File: src/design/lru_pkg.sv
// Shared constants for the LRU page replacement block.
`default_nettype none

package lru_pkg;

    localparam int DEF_MAX_FRAMES = 8;
    localparam int DEF_PAGE_BITS  = 16;

    localparam int CFG_W          = 4;
    localparam logic [CFG_W-1:0] FRAMES_RESET = 4'd8;

    localparam int FRAME_IDX_W    = 3;
    localparam int COUNT_W        = 32;
    localparam logic [COUNT_W-1:0] COUNT_MAX = '1;

endpackage

`default_nettype wire

File: src/design/lru_page_replacement.sv
// Top level of the LRU page replacement engine: frame table, scan sequencer, result register.
`default_nettype none

// LRU page replacement over a table of MAX_FRAMES page frames.
//
// Input: a page reference word (page_number) is accepted on a rising edge
// with start high and busy low. busy rises on the next cycle and stays high
// until the result word is issued.
// Config: frames_in_use is written via cfg_we / cfg_wdata; the user must write it only while
// idle, the block does not enforce it. Zero acts as one frame, over MAX_FRAMES as MAX_FRAMES.
// Output: exactly one result word per reference, shown for one cycle with
// done high. The receiver cannot stall; the word is gone after that cycle.
//
// Sequence: after the accepting edge, one frame is read per cycle from the frame
// memories through a single shared compare unit (page match and oldest-stamp
// search), then a drain state completes the last read and an update state loads
// the victim and forms the result. busy is low in the done cycle, so the next
// reference can be taken there; a new reference is never taken while one is
// still being scanned.
//
// Reset: all frames invalid, time and fault counters zero, frames_in_use 8.
// Invalid frames read as stamp zero, so empty frames fill in index order.
module lru_page_replacement #(
    parameter int MAX_FRAMES = lru_pkg::DEF_MAX_FRAMES,
    parameter int PAGE_BITS  = lru_pkg::DEF_PAGE_BITS
) (
    input  wire logic                            clk,
    input  wire logic                            rst_n,
    input  wire logic                            start,
    output logic                                 busy,
    input  wire logic [PAGE_BITS-1:0]            page_number,
    input  wire logic                            cfg_we,
    input  wire logic [lru_pkg::CFG_W-1:0]       cfg_wdata,
    output logic                                 done,
    output logic                                 hit,
    output logic [lru_pkg::FRAME_IDX_W-1:0]      frame_index,
    output logic                                 evicted_valid,
    output logic [PAGE_BITS-1:0]                 evicted_page,
    output logic [lru_pkg::COUNT_W-1:0]          fault_count
);

    localparam int IDX_W = (MAX_FRAMES > 1) ? $clog2(MAX_FRAMES) : 1;
    localparam int CW    = lru_pkg::COUNT_W;

    typedef enum logic [1:0] {S_IDLE, S_SCAN, S_DRAIN, S_UPDATE} state_t;

    state_t                      state_reg;
    logic [lru_pkg::CFG_W-1:0]   fiu_reg;
    logic [CW-1:0]               time_reg;
    logic [CW-1:0]               fault_reg;
    logic [MAX_FRAMES-1:0]       frame_valid_reg;
    logic [PAGE_BITS-1:0]        page_reg;
    logic [IDX_W-1:0]            scan_idx_reg;

    // check stage: one frame's registered read data
    logic                        chk_live_reg;
    logic [IDX_W-1:0]            chk_idx_reg;
    logic                        vld_rd_reg;
    logic [PAGE_BITS-1:0]        page_rd_reg;
    logic [CW-1:0]               use_rd_reg;

    // search results
    logic                        found_reg;
    logic [IDX_W-1:0]            chosen_reg;
    logic [IDX_W-1:0]            victim_reg;
    logic [CW-1:0]               min_reg;
    logic                        vic_valid_reg;
    logic [PAGE_BITS-1:0]        vic_page_reg;

    // result word
    logic                        busy_reg;
    logic                        done_reg;
    logic                        hit_reg;
    logic [lru_pkg::FRAME_IDX_W-1:0] frame_index_reg;
    logic                        ev_valid_reg;
    logic [PAGE_BITS-1:0]        ev_page_reg;
    logic [CW-1:0]               fault_count_reg;

    // frame memories; contents only meaningful where the valid bit is set
    logic [PAGE_BITS-1:0]        frame_page_mem [MAX_FRAMES];
    logic [CW-1:0]               last_use_mem   [MAX_FRAMES];

    logic                        accept;
    logic [IDX_W-1:0]            last_idx;
    logic [CW-1:0]               time_next;
    logic [CW-1:0]               fault_next;
    logic [CW-1:0]               use_val;
    logic                        chk_match;
    logic                        take_victim;
    logic                        miss_load;
    logic                        use_we;
    logic [IDX_W-1:0]            use_waddr;

    assign accept = start && !busy_reg;

    // last active frame index after clamping frames_in_use
    always_comb
    begin
        if (fiu_reg == '0)
        begin
            last_idx = '0;
        end
        else if (32'(fiu_reg) >= MAX_FRAMES)
        begin
            last_idx = IDX_W'(MAX_FRAMES - 1);
        end
        else
        begin
            last_idx = IDX_W'(32'(fiu_reg) - 32'd1);
        end
    end

    assign time_next  = (time_reg == lru_pkg::COUNT_MAX) ? time_reg : time_reg + 1'b1;
    assign fault_next = (found_reg || fault_reg == lru_pkg::COUNT_MAX) ?
                        fault_reg : fault_reg + 1'b1;

    // shared compare unit: match and oldest-stamp test on one frame
    assign use_val     = vld_rd_reg ? use_rd_reg : '0;
    assign chk_match   = chk_live_reg && vld_rd_reg && (page_rd_reg == page_reg);
    assign take_victim = chk_live_reg && ((chk_idx_reg == '0) || (min_reg > use_val));

    assign miss_load = (state_reg == S_UPDATE) && !found_reg;
    assign use_we    = chk_match || miss_load;
    assign use_waddr = chk_match ? chk_idx_reg : victim_reg;

    // frame memories: one write, one registered read per cycle
    always_ff @(posedge clk)
    begin
        if (use_we)
        begin
            last_use_mem[use_waddr] <= time_reg;
        end
        if (miss_load)
        begin
            frame_page_mem[victim_reg] <= page_reg;
        end
        page_rd_reg <= frame_page_mem[scan_idx_reg];
        use_rd_reg  <= last_use_mem[scan_idx_reg];
    end

    always_ff @(posedge clk or negedge rst_n)
    begin
        if (!rst_n)
        begin
            state_reg       <= S_IDLE;
            fiu_reg         <= lru_pkg::FRAMES_RESET;
            time_reg        <= '0;
            fault_reg       <= '0;
            frame_valid_reg <= '0;
            scan_idx_reg    <= '0;
            chk_live_reg    <= 1'b0;
            chk_idx_reg     <= '0;
            vld_rd_reg      <= 1'b0;
            found_reg       <= 1'b0;
            chosen_reg      <= '0;
            victim_reg      <= '0;
            min_reg         <= '0;
            vic_valid_reg   <= 1'b0;
            vic_page_reg    <= '0;
            page_reg        <= '0;
            busy_reg        <= 1'b0;
            done_reg        <= 1'b0;
            hit_reg         <= 1'b0;
            frame_index_reg <= '0;
            ev_valid_reg    <= 1'b0;
            ev_page_reg     <= '0;
            fault_count_reg <= '0;
        end
        else
        begin
            done_reg <= 1'b0;

            if (cfg_we)
            begin
                fiu_reg <= cfg_wdata;
            end

            // check stage, works on each read's registered data in the following cycle
            if (chk_match && !found_reg)
            begin
                found_reg  <= 1'b1;
                chosen_reg <= chk_idx_reg;
            end
            if (take_victim)
            begin
                victim_reg    <= chk_idx_reg;
                min_reg       <= use_val;
                vic_valid_reg <= vld_rd_reg;
                vic_page_reg  <= page_rd_reg;
            end

            case (state_reg)
                S_IDLE:
                begin
                    if (accept)
                    begin
                        page_reg     <= page_number;
                        time_reg     <= time_next;
                        scan_idx_reg <= '0;
                        found_reg    <= 1'b0;
                        busy_reg     <= 1'b1;
                        state_reg    <= S_SCAN;
                    end
                end
                S_SCAN:
                begin
                    chk_live_reg <= 1'b1;
                    chk_idx_reg  <= scan_idx_reg;
                    vld_rd_reg   <= frame_valid_reg[scan_idx_reg];
                    if (scan_idx_reg == last_idx)
                    begin
                        state_reg <= S_DRAIN;
                    end
                    else
                    begin
                        scan_idx_reg <= scan_idx_reg + 1'b1;
                    end
                end
                S_DRAIN:
                begin
                    chk_live_reg <= 1'b0;
                    state_reg    <= S_UPDATE;
                end
                S_UPDATE:
                begin
                    if (!found_reg)
                    begin
                        frame_valid_reg[victim_reg] <= 1'b1;
                    end
                    fault_reg       <= fault_next;
                    done_reg        <= 1'b1;
                    hit_reg         <= found_reg;
                    frame_index_reg <= lru_pkg::FRAME_IDX_W'(found_reg ? chosen_reg
                                                                       : victim_reg);
                    ev_valid_reg    <= !found_reg && vic_valid_reg;
                    ev_page_reg     <= (!found_reg && vic_valid_reg) ? vic_page_reg : '0;
                    fault_count_reg <= fault_next;
                    busy_reg        <= 1'b0;
                    state_reg       <= S_IDLE;
                end
                default:
                begin
                    state_reg <= S_IDLE;
                end
            endcase
        end
    end

    assign busy          = busy_reg;
    assign done          = done_reg;
    assign hit           = hit_reg;
    assign frame_index   = frame_index_reg;
    assign evicted_valid = ev_valid_reg;
    assign evicted_page  = ev_page_reg;
    assign fault_count   = fault_count_reg;

endmodule

`default_nettype wire

File: config.mk
export PLATFORM = sky130hd
export DESIGN_NAME = lru_page_replacement
export DESIGN_NICKNAME = d
export VERILOG_FILES = /design/src/design/lru_pkg.sv /design/src/design/lru_page_replacement.sv
export SDC_FILE = /design/constraint.sdc
export NUM_CORES = 1
export LEC_CHECK = 0
export ABC_AREA = 1
export ABC_CLOCK_PERIOD_IN_PS = 8109
export BUFFER_PORTS_ARGS = -buffer_cell sky130_fd_sc_hd__buf_2
export CAP_MARGIN = 0
export CORE_MARGIN = 5
export CORE_UTILIZATION = 55
export DETAILED_ROUTE_END_ITERATION = 10
export PLACE_DENSITY = 0.72
export SYNTH_ARGS = -nofsm -noshare
export SYNTH_HDL_FRONTEND = slang
export SYNTH_SLANG_ARGS = --single-unit
File: constraint.sdc
create_clock -name clk -period 8.11 [get_ports clk]
set_input_delay 0.811 -clock clk [delete_from_list [all_inputs] [get_ports clk]]
set_output_delay 0.811 -clock clk [all_outputs]
set_load 0.01 [all_outputs]
==> PnR_summary.wiki, run 1 <==
{| class="wikitable"
! Metric !! Value
|-
| Run status || completed
|-
| Kind of launch point of the worst setup path || register
|-
| Total of flip-flops plus latches after synthesis || 613
|-
| Post-route antenna net violation count || 0
|-
| Starting utilization of the core area || 55.5%
|-
| Y dimension of the die || about 220 µm
|-
| Total track usage || 22.8%
|-
| Number of synthesized flops with an enable pin || 384
|-
| Relative slew slack || 21.8%
|-
| Achievable frequency || 0.250 GHz
|-
| Number of antenna violations at the first check in global routing || 1
|-
| Most frequent cell on the critical path || nand2_1
|-
| Site row count || 78
|-
| Layout cells sized above 1 || 10.2%
|-
| Startpoint-to-endpoint class of the critical path || register to register
|-
| Register area share after synthesis || between 60% and 70%
|-
| Die outline width || 223 µm
|-
| Number of hold buffers added after cts || 0
|-
| Synthesized netlist net count || about 2400
|-
| Number of levels the H-tree was split into || 2
|-
| Clock Path Buffers || 3
|-
| Netlist cell types || 44
|-
| Gate count after technology mapping || about 2300
|-
| Area of the multi-input gates || 7160 µm²
|-
| Max FFs per register || 256
|-
| Setup Skew || 0.0209 ns
|-
| Detailed placer's ending HPWL || around 33 mm
|-
| Setup slack of the critical path after layout || 4.11 ns
|-
| Area Overhead vs Synth || 11.8%
|-
| RSZ-0062 raised after global routing || no
|-
| Clock net sink count || 613
|-
| Share of the clock period used by the worst path after layout || 49.3%
|-
| Global-route wire length before repair || 90.8 mm
|-
| Pre-Repair DR Iteration Count || 5
|-
| Number of violations of the max-capacitance limit || 0
|-
| Hold Vio Cnt, Final || 0
|-
| Fraction of registers with async set/reset || ~30%
|-
| Endpoint kind of the worst setup timing path || register
|-
| Maximum fanout encountered on the critical timing path || 52
|-
| Resize count post-CTS || 0
|-
| Port buffer count || 78
|-
| Critical Path Slowest Stage Cell || dfrtp_1
|-
| Cell type contributing the most total cell area after synthesis || edfxtp_1
|-
| Final routed wire length divided by cell count || between 15 and 20 µm
|-
| Violation count after the first detailed-route iteration || 1631
|-
| CORE AREA || 45200 µm²
|-
| Power density over the cells || ~340 nW/µm²
|-
| Leak Pwr || 0.0116 µW
|-
| Tmin final || 4.00 ns
|-
| Die outline area || 50000 µm²
|-
| Combined buffer and inverter count along the critical path || 2
|-
| Data required time of the critical path || 8.66 ns
|-
| Cts bufs inserted || 58
|-
| Overall routed net length || 57.6 mm
|-
| Total Neg Setup Slack || 0 ns
|-
| Final-stage net count || 2417
|-
| Vias in the first global route || 16700
|-
| Worst-path clk slew || around 0.060 ns
|-
| Top area cells in the synthesized netlist || edfxtp_1, dfrtp_1, nor2_1
|-
| CTS tree || yes
|-
| Routability congestion estimate from global placement || ~0.88
|-
| Largest register by flop count || last_use_mem
|-
| Via count || 17100
|-
| Total setup buffers inserted after CTS || 0
|-
| Number of diodes || 0
|-
| Maximum VDD drop || around 0.19 mV
|-
| Post-synth design cell area || about 25000 µm²
|-
| Ordered list of cells on the worst path || nand2_1, ha_1, nand2_1, nor2_1, nand4_1, nor2_1, nand2_1, nand2_1, nand2_2, buf_4, nand2_1, buf_4, nand2_1, nand2_1
|-
| Launch instance of the worst register-to-register path || vld_rd_reg
|-
| Cell types with the highest counts after synthesis || nor2_1, edfxtp_1, nand2_1, o21ai_0, dfrtp_1
|-
| Clock latency reported for the late side of the worst-skew pair || 0.61 ns
|-
| Syn Area/Cell || about 11 µm²
|-
| CTS Root Cell || clkbuf_16
|-
| Remaining routing DRC violations || 0
|-
| Largest net degree at the start of global routing || 108
|-
| FF/Latch Area || 17000 µm²
|-
| HP Class || primary input to async pin
|-
| Layout fillers || approximately 3500
|-
| Critical path arrival || 4.54 ns
|-
| Setup violation total in the final timing report || 0
|-
| Predominant post-synthesis flop cell || edfxtp_1
|-
| Cell family contributing the most delay on the critical path || simple AND/OR/NAND/NOR gates
|-
| Yosys warning count || 0
|-
| Maximum single-stage delay on the critical path || 1.11 ns
|-
| Remaining global-route overflow || 0
|-
| Regs by FF count || last_use_mem: 256 flops, frame_page_mem: 128 flops
|-
| Via density || 5.70
|-
| Most frequently used cell type in the post-synthesis netlist || nor2_1
|-
| Max Transition Viols Final || 0
|-
| Transition time at the pin with the least slew margin || 1.17 ns
|-
| Post-synth top area share || 46.0%
|-
| Total I/O pin count || 79
|-
| Start point of the critical path || vld_rd_reg
|-
| Worst slack at placement || 4.20 ns
|-
| Total power after layout || about 9600 µW
|}
-- report_power, final --
group          internal, µW  switching [µW]  total [µW]
sequential             3970             488        4460
clock                  1610            1140        2750
combinational           754            1590        2340
-- cell type report --
cell class,count,share of cell area [%]
multi-input cells,1444,25.6
clock inverters,39,1.34
well taps,600,2.68
inverters,129,1.76
repair buffers,107,2.20
flip-flops and latches,613,60.8
clock buffers,71,5.65
-- per-stage QoR --
step	util [%]	area (µm²)	hold WS [ns]	instances
floorplan	-	25100	0.428	2293
global placement	57.7	26100	0.443	2893
detailed placement	57.7	26100	0.451	2893
CTS	62.0	28000	0.359	3003
global route	62.0	28000	0.392	3003
finish	62.0	28000	0.307	3003
-- worst paths after layout --
path                            cells past startpoint            endpoint  slack, ns
worst max-delay path                               14          min_reg[9]       4.11
worst min-delay path                                1      fault_count[3]       0.31
worst max register to register                     14          min_reg[9]       4.11
worst min register to register                      1  frame_valid_reg[6]       0.46
max in group asynchronous                           2        page_reg[11]       6.25
min in group clk                                    3        page_reg[12]       0.42
-- cell families (layout without fill, tap and decap cells) --
| kind of cell | count (synthesis) | count (layout) | share of synthesized area (%) |
|---|---|---|---|
| DFF | 613 | 613 | 67.9 |
| xor gates and xnor gates | 62 | 62 | 2.17 |
| and+or+nand+nor | 963 | 963 | 15.7 |
| AOI/OAI and AO/OA | 379 | 379 | 8.44 |
| adders and majority gates | 40 | 40 | 2.00 |
| buffers and inverters | 236 | 346 | 3.76 |
-- cells in the final DEF, fill, tap and decap left out, drive strengths merged, types with 2 or more instances in the layout --
cell	instances
nor4	8
nor3	24
or2	9
edfxtp	384
nand2	372
clkinvlp	2
a21oi	20
inv	129
nand4	22
a31oi	48
o21ai	238
xnor2	20
xor2	42
bufinv	7
o22ai	52
nand3	87
buf	106
clkbuf	72
a32o	16
dfxtp	48
ha	40
o211ai	2
dfrtp	180
clkinv	30
nor2	438
-- routing by layer --
| layer | GRT usage, % | wire length [µm] | up-vias |
|---|---|---|---|
| met2 | 36.6 | 26900 | 668 |
| met1 | 31.8 | 24600 | 8335 |
| li1 | - | - | 8001 |
| met4 | 6.94 | 1630 | 2 |
| met5 | 0 | 13 | - |
| met3 | 4.80 | 4550 | 120 |
Note: power is estimated with default switching activity, not from simulation.
==> run 2, diff against run 1 <==
ABC_CLOCK_PERIOD_IN_PS = 4100   (was 8109)
clock period = 4.1 ns   (was 8.11 ns; I/O delays follow)
==> PnR_summary.wiki, run 2 (synthesis results as in run 1) <==
{| class="wikitable"
! Metric !! Value
|-
| Run status || completed
|-
| Pre-Repair DR Iteration Count || 5
|-
| Kind of launch point of the worst setup path || register
|-
| CTS tree || yes
|-
| Total setup buffers inserted after CTS || 0
|-
| Die outline width || roughly 220 µm
|-
| Startpoint-to-endpoint class of the critical path || register to register
|-
| Remaining global-route overflow || 0
|-
| Largest register by flop count || last_use_mem
|-
| Internal Power || 12600 µW
|-
| Detailed placer's ending HPWL || 33.7 mm
|-
| Starting utilization of the core area || 55.5%
|-
| Power density over the cells || slightly below 700 nW/µm²
|-
| Routed wl met3 || around 4.6 mm
|-
| Largest net degree at the start of global routing || 100
|-
| Post-layout util || 62.5%
|-
| Layout cells sized above 1 || 10.4%
|-
| Final routed wire length divided by cell count || ~19 µm
|-
| Regs by FF count || last_use_mem: 256 flops, frame_page_mem: 128 flops
|-
| Post-route antenna net violation count || 0
|-
| RSZ-0062 raised after global routing || no
|-
| Y dimension of the die || 223 µm
|-
| Total track usage || between 20% and 30%
|-
| Relative slew slack || 41.0%
|-
| Sequential fraction of design power || between 40% and 50%
|-
| Achievable frequency || 0.317 GHz
|-
| Remaining routing DRC violations || 0
|-
| Number of stages on the worst hold path || 3
|-
| Area Overhead vs Synth || 12.6%
|-
| Violation count after the first detailed-route iteration || 1416
|-
| Die outline area || ~50000 µm²
|-
| Via density || 5.67
|-
| Leak Pwr || about 0.012 µW
|-
| Final std cell area, no fill || 28200 µm²
|-
| Met2 WL post-DR || around 27 mm
|-
| Site row count || 78
|-
| Reported net switching power || around 6400 µW
|-
| Clock Power Share || ~29%
|-
| Maximum VDD drop || 0.378 mV
|-
| Global-route wire length before repair || 90.7 mm
|-
| Max Transition Viols Final || 0
|-
| Worst-path clk slew || 0.07 ns
|-
| Most frequent cells in the layout || nor2_1, edfxtp_1, nand2_1
|-
| Setup violation total in the final timing report || 0
|-
| Endpoint kind of the worst setup timing path || register
|-
| Number of violations of the max-capacitance limit || 0
|-
| Cell area after placement || 26100 µm²
|-
| Overall routed net length || 56.8 mm
|-
| Total Neg Setup Slack || 0 ns
|-
| Vias in the first global route || 16900
|-
| Total I/O pin count || around 80
|-
| CORE AREA || ~45000 µm²
|-
| Via count || roughly 17000
|-
| Number of antenna violations at the first check in global routing || 1
|-
| Worst reg2reg path depth || 9
|-
| Transition time at the pin with the least slew margin || 0.885 ns
|-
| Critical path arrival || 3.38 ns
|-
| CTS Root Cell || clkbuf_16
|-
| Hold Vio Cnt, Final || 0
|-
| Clock Path Buffers || 3
|-
| Tmin final || roughly 3.2 ns
|-
| Relative contribution of combinational cells to total power || between 20% and 30%
|-
| Port buffer count || 78
|-
| Max FFs per register || 256
|-
| Final-stage net count || 2430
|-
| Maximum fanout encountered on the critical timing path || 32
|-
| Wire length the detailed router placed on met1 || 24.4 mm
|-
| Resize count post-CTS || 0
|-
| Number of hold buffers added after cts || 5
|-
| Setup slack, reg-to-reg || roughly 0.95 ns
|-
| Cts bufs inserted || 59
|-
| Clock latency reported for the late side of the worst-skew pair || 0.62 ns
|-
| Number of levels the H-tree was split into || 2
|-
| Setup Skew || 0.0296 ns
|-
| Routability congestion estimate from global placement || 0.850
|-
| Data required time of the critical path || 4.33 ns
|-
| Number of diodes || 0
|-
| Share of the clock period used by the worst path after layout || 76.9%
|-
| Clock net sink count || approximately 610
|-
| HP Class || primary input to register
|-
| Uppermost signal routing layer after detailed routing || met4
|-
| Switching share of total power || 33.5%
|-
| Commonest non-fill, non-tap cell in the layout || nor2_1
|}
## run 2: cell count changes in the layout (fill, tap and decap cells not counted), sizes merged
cell,change
clkinv,-13
clkinvlp,+1
dlygate4sd3,+5
bufinv,-2
clkbuf,+16
buf,+7
## run 2: power by group through the flow
| stage | clock (µW) | combinational, µW | sequential [µW] |
|---|---|---|---|
| final | 5550 | 4650 | 8820 |
| after floorplan | 0 | 3450 | 8470 |
| after global routing | 5910 | 5310 | 8930 |
| after detailed placement | 0 | 4630 | 8910 |
| after CTS | 5630 | 4660 | 8800 |
| after global placement | 0 | 4460 | 8870 |
## run 2: final timing paths
kind | from | endpoint
min in group asynchronous | rst_n | min_reg[6]
max | state_reg[1] | last_use_mem[5][24]
max reg2reg | state_reg[1] | last_use_mem[5][24]
min reg2reg | frame_valid_reg[0] | frame_valid_reg[0]
min | page_number[11] | page_reg[11]
max in group asynchronous | rst_n | page_reg[15]
## run 2: layout make-up
cell class	count	area [µm²]
clock inverter	25	293
sequential	613	17000
fill	3468	17000
clock buffer	87	1740
multi-input combinational	1444	7160
inverter	129	493
tap	600	751
timing repair buffer	119	757
## run 2: critical path: stages (launching register included)
cell and delay (ns):
dfrtp_1 0.40, ha_1 0.27, inv_1 0.35, nor2_1 0.19, buf_4 0.27, inv_1 0.12, nand2_1 0.14, nand3_1 0.33
nor2_4 0.19, buf_4 0.48
## run 2: layer usage
metal	track usage [%]	vias to the layer above
met5	0	-
met4	6.40	0
met3	4.04	94
met2	36.3	617
met1	32.2	8385
li1	-	8007
## run 2: metrics by stage
step,instances,hold WS [ns],power [µW],setup slack [ns]
after floorplan,2293,0.114,11900,0.913
after global placement,2900,0.445,13300,1.10
after detailed placement,2900,0.450,13500,0.945
after CTS,3017,0.00506,19100,0.925
after global routing,3017,0.0221,20200,0.611
final,3017,0.0301,19000,0.947
==> run 3, diff against run 2 <==
ABC_CLOCK_PERIOD_IN_PS = 3000   (was 4100)
clock period = 3 ns   (was 4.1 ns; I/O delays follow)
==> PnR_summary.wiki, run 3 (synthesis results as in run 1) <==
{| class="wikitable"
! Metric !! Value
|-
| Run status || completed
|-
| Starting utilization of the core area || 55.5%
|-
| Relative slew slack || between 30 and 40%
|-
| Achievable frequency || 0.351 GHz
|-
| Maximum fanout encountered on the critical timing path || 26
|-
| Leak Pwr || between 0.01 and 0.015 µW
|-
| Remaining global-route overflow || 0
|-
| Startpoint-to-endpoint class of the critical path || register to register
|-
| Post-layout util || 63.6%
|-
| Regs by FF count || last_use_mem: 256 flops, frame_page_mem: 128 flops
|-
| Total setup buffers inserted after CTS || 0
|-
| Max Transition Viols Final || 0
|-
| Y dimension of the die || 223 µm
|-
| Post-route antenna net violation count || 0
|-
| Maximum VDD drop || 0.603 mV
|-
| Most frequent cells in the layout || nor2_1, edfxtp_1, nand2_1
|-
| Number of levels the H-tree was split into || 2
|-
| Cell family contributing the most delay on the critical path || simple AND/OR/NAND/NOR gates
|-
| Tmin final || 2.85 ns
|-
| Cts bufs inserted || 60
|-
| Critical path arrival || 3.15 ns
|-
| Endpoint kind of the worst setup timing path || register
|-
| Start point of the critical path || page_reg[4]
|-
| Share of the clock period used by the worst path after layout || between 90 and 100%
|-
| Total I/O pin count || 79
|-
| Detailed placer's ending HPWL || 34.2 mm
|-
| Ordered list of cells on the worst path || inv_1, nand2_1, nand4_1, nand3b_1, nor2_1, nand2_1, o21ai_0, nand2_1, nor2_4, buf_12
|-
| CTS tree || yes
|-
| Final routed wire length divided by cell count || 18.8 µm
|-
| HP Class || primary input to async pin
|-
| Kind of launch point of the worst setup path || register
|-
| Remaining routing DRC violations || 0
|-
| Worst hold-check slack || about 0.34 ns
|-
| Largest register by flop count || last_use_mem
|-
| Setup slack, reg-to-reg || 0.15 ns
|-
| Die outline width || 223 µm
|-
| Maximum single-stage delay on the critical path || ~0.5 ns
|-
| Worst-path clk slew || 0.06 ns
|-
| Global-route wire length before repair || 91.2 mm
|-
| Largest net degree at the start of global routing || 202
|-
| Vias in the first global route || 16600
|-
| Die outline area || 50000 µm²
|-
| Combined buffer and inverter count along the critical path || 2
|-
| Data required time of the critical path || roughly 3.3 ns
|-
| Routability congestion estimate from global placement || 0.823
|-
| Via density || roughly 5.6
|-
| RSZ-0062 raised after global routing || no
|-
| Total power after layout || approximately 27000 µW
|-
| Worst reg2reg path depth || 10
|-
| Clock latency reported for the late side of the worst-skew pair || between 0.6 and 0.7 ns
|-
| Port buffer count || roughly 80
|-
| Clock net sink count || roughly 610
|-
| Reg-to-reg endpoint || last_use_mem[2][4]
|-
| Max FFs per register || 256
|-
| Critical Path Slowest Stage Cell || dfrtp_1
|-
| Most frequent cell on the critical path || nand2_1
|-
| Setup Skew || between 0.02 and 0.03 ns
|-
| Power density over the cells || roughly 920 nW/µm²
|-
| Final instance count without filler cells || 3050
|-
| Via count || 17200
|-
| Launch instance of the worst register-to-register path || page_reg[4]
|-
| Overall routed net length || 57.2 mm
|-
| Total track usage || 22.8%
|-
| Area Overhead vs Synth || 14.6%
|-
| Final-stage net count || 2462
|-
| Setup violation total in the final timing report || 0
|-
| Number of diodes || 0
|-
| Instance count after placement with tap cells included || 2908
|-
| Transition time at the pin with the least slew margin || between 0.9 and 1 ns
|-
| CORE AREA || 45200 µm²
|-
| Commonest non-fill, non-tap cell in the layout || nor2_1
|-
| Pre-Repair DR Iteration Count || 5
|-
| CTS Root Cell || clkbuf_16
|-
| Number of violations of the max-capacitance limit || 0
|-
| Hold Vio Cnt, Final || 0
|-
| Number of antenna violations at the first check in global routing || 1
|-
| Layout cells sized above 1 || 10.6%
|-
| Violation count after the first detailed-route iteration || 1752
|-
| Site row count || just under 80
|-
| Clock Path Buffers || 3
|}
==> run 3: cell types whose count changed in the layout (fill, tap and decap cells not counted), sizes merged <==
cell,before,now
dlygate4sd3,5,28
buf,113,121
bufinv,5,10
clkbuf,88,84
inv,129,130
==> run 3: routing by layer <==
layer | vias up | part of all wire, % | global-route usage [%]
met3 | 110 | 8.5 | 4.17
met1 | 8312 | 44 | 34.3
met5 | - | 0.021 | 0
li1 | 8083 | - | -
met4 | 2 | 2.0 | 5.77
met2 | 694 | 45 | 34.8
==> run 3: worst max-delay path by stage <==
stage,to,slack [ns],cells after the start
final,last_use_mem[2][4],0.15,10
after global routing,last_use_mem[2][1],0.005,10
after CTS,last_use_mem[2][12],0.17,10
after detailed placement,last_use_mem[2][11],0.19,10
after global placement,vic_page_reg[3],0.36,14
after floorplan,last_use_mem[0][0],-0.19,8
==> run 3: stage by stage <==
step / worst slack (ns) / TNS [ns] / cell area (µm²)
6_report: 0.153 / 0 / 28700
5_1_grt: 0.00540 / 0 / 28700
4_1_cts: 0.174 / 0 / 28700
3_5_place_dp: 0.194 / 0 / 26300
3_3_place_gp: 0.360 / 0 / 26300
2_1_floorplan: -0.187 / -23.87 / 25100
==> run 3: repair_timing <==
action	CTS	global route
hold endpoints to repair	104	0
resized for setup	0	0
hold buffers	28	0
==> run 3: where the power goes <==
| group | leakage (µW) | total (µW) | switching (µW) | internal [µW] |
|---|---|---|---|---|
| Clock | 0.00103 | 7970 | 3130 | 4840 |
| Combinational | 0.00444 | 6850 | 4640 | 2210 |
| Sequential | 0.00640 | 11700 | 1000 | 10700 |
==> run 3: cell type report <==
class                           count  area [µm²]
Sequential cell                   613       17000
Fill cell                        3375       16400
Multi-Input combinational cell   1444        7160
Clock buffer                       83        1710
Timing Repair Buffer              150        1170
Tap cell                          600         751
Inverter                          129         493
Clock inverter                     31         413
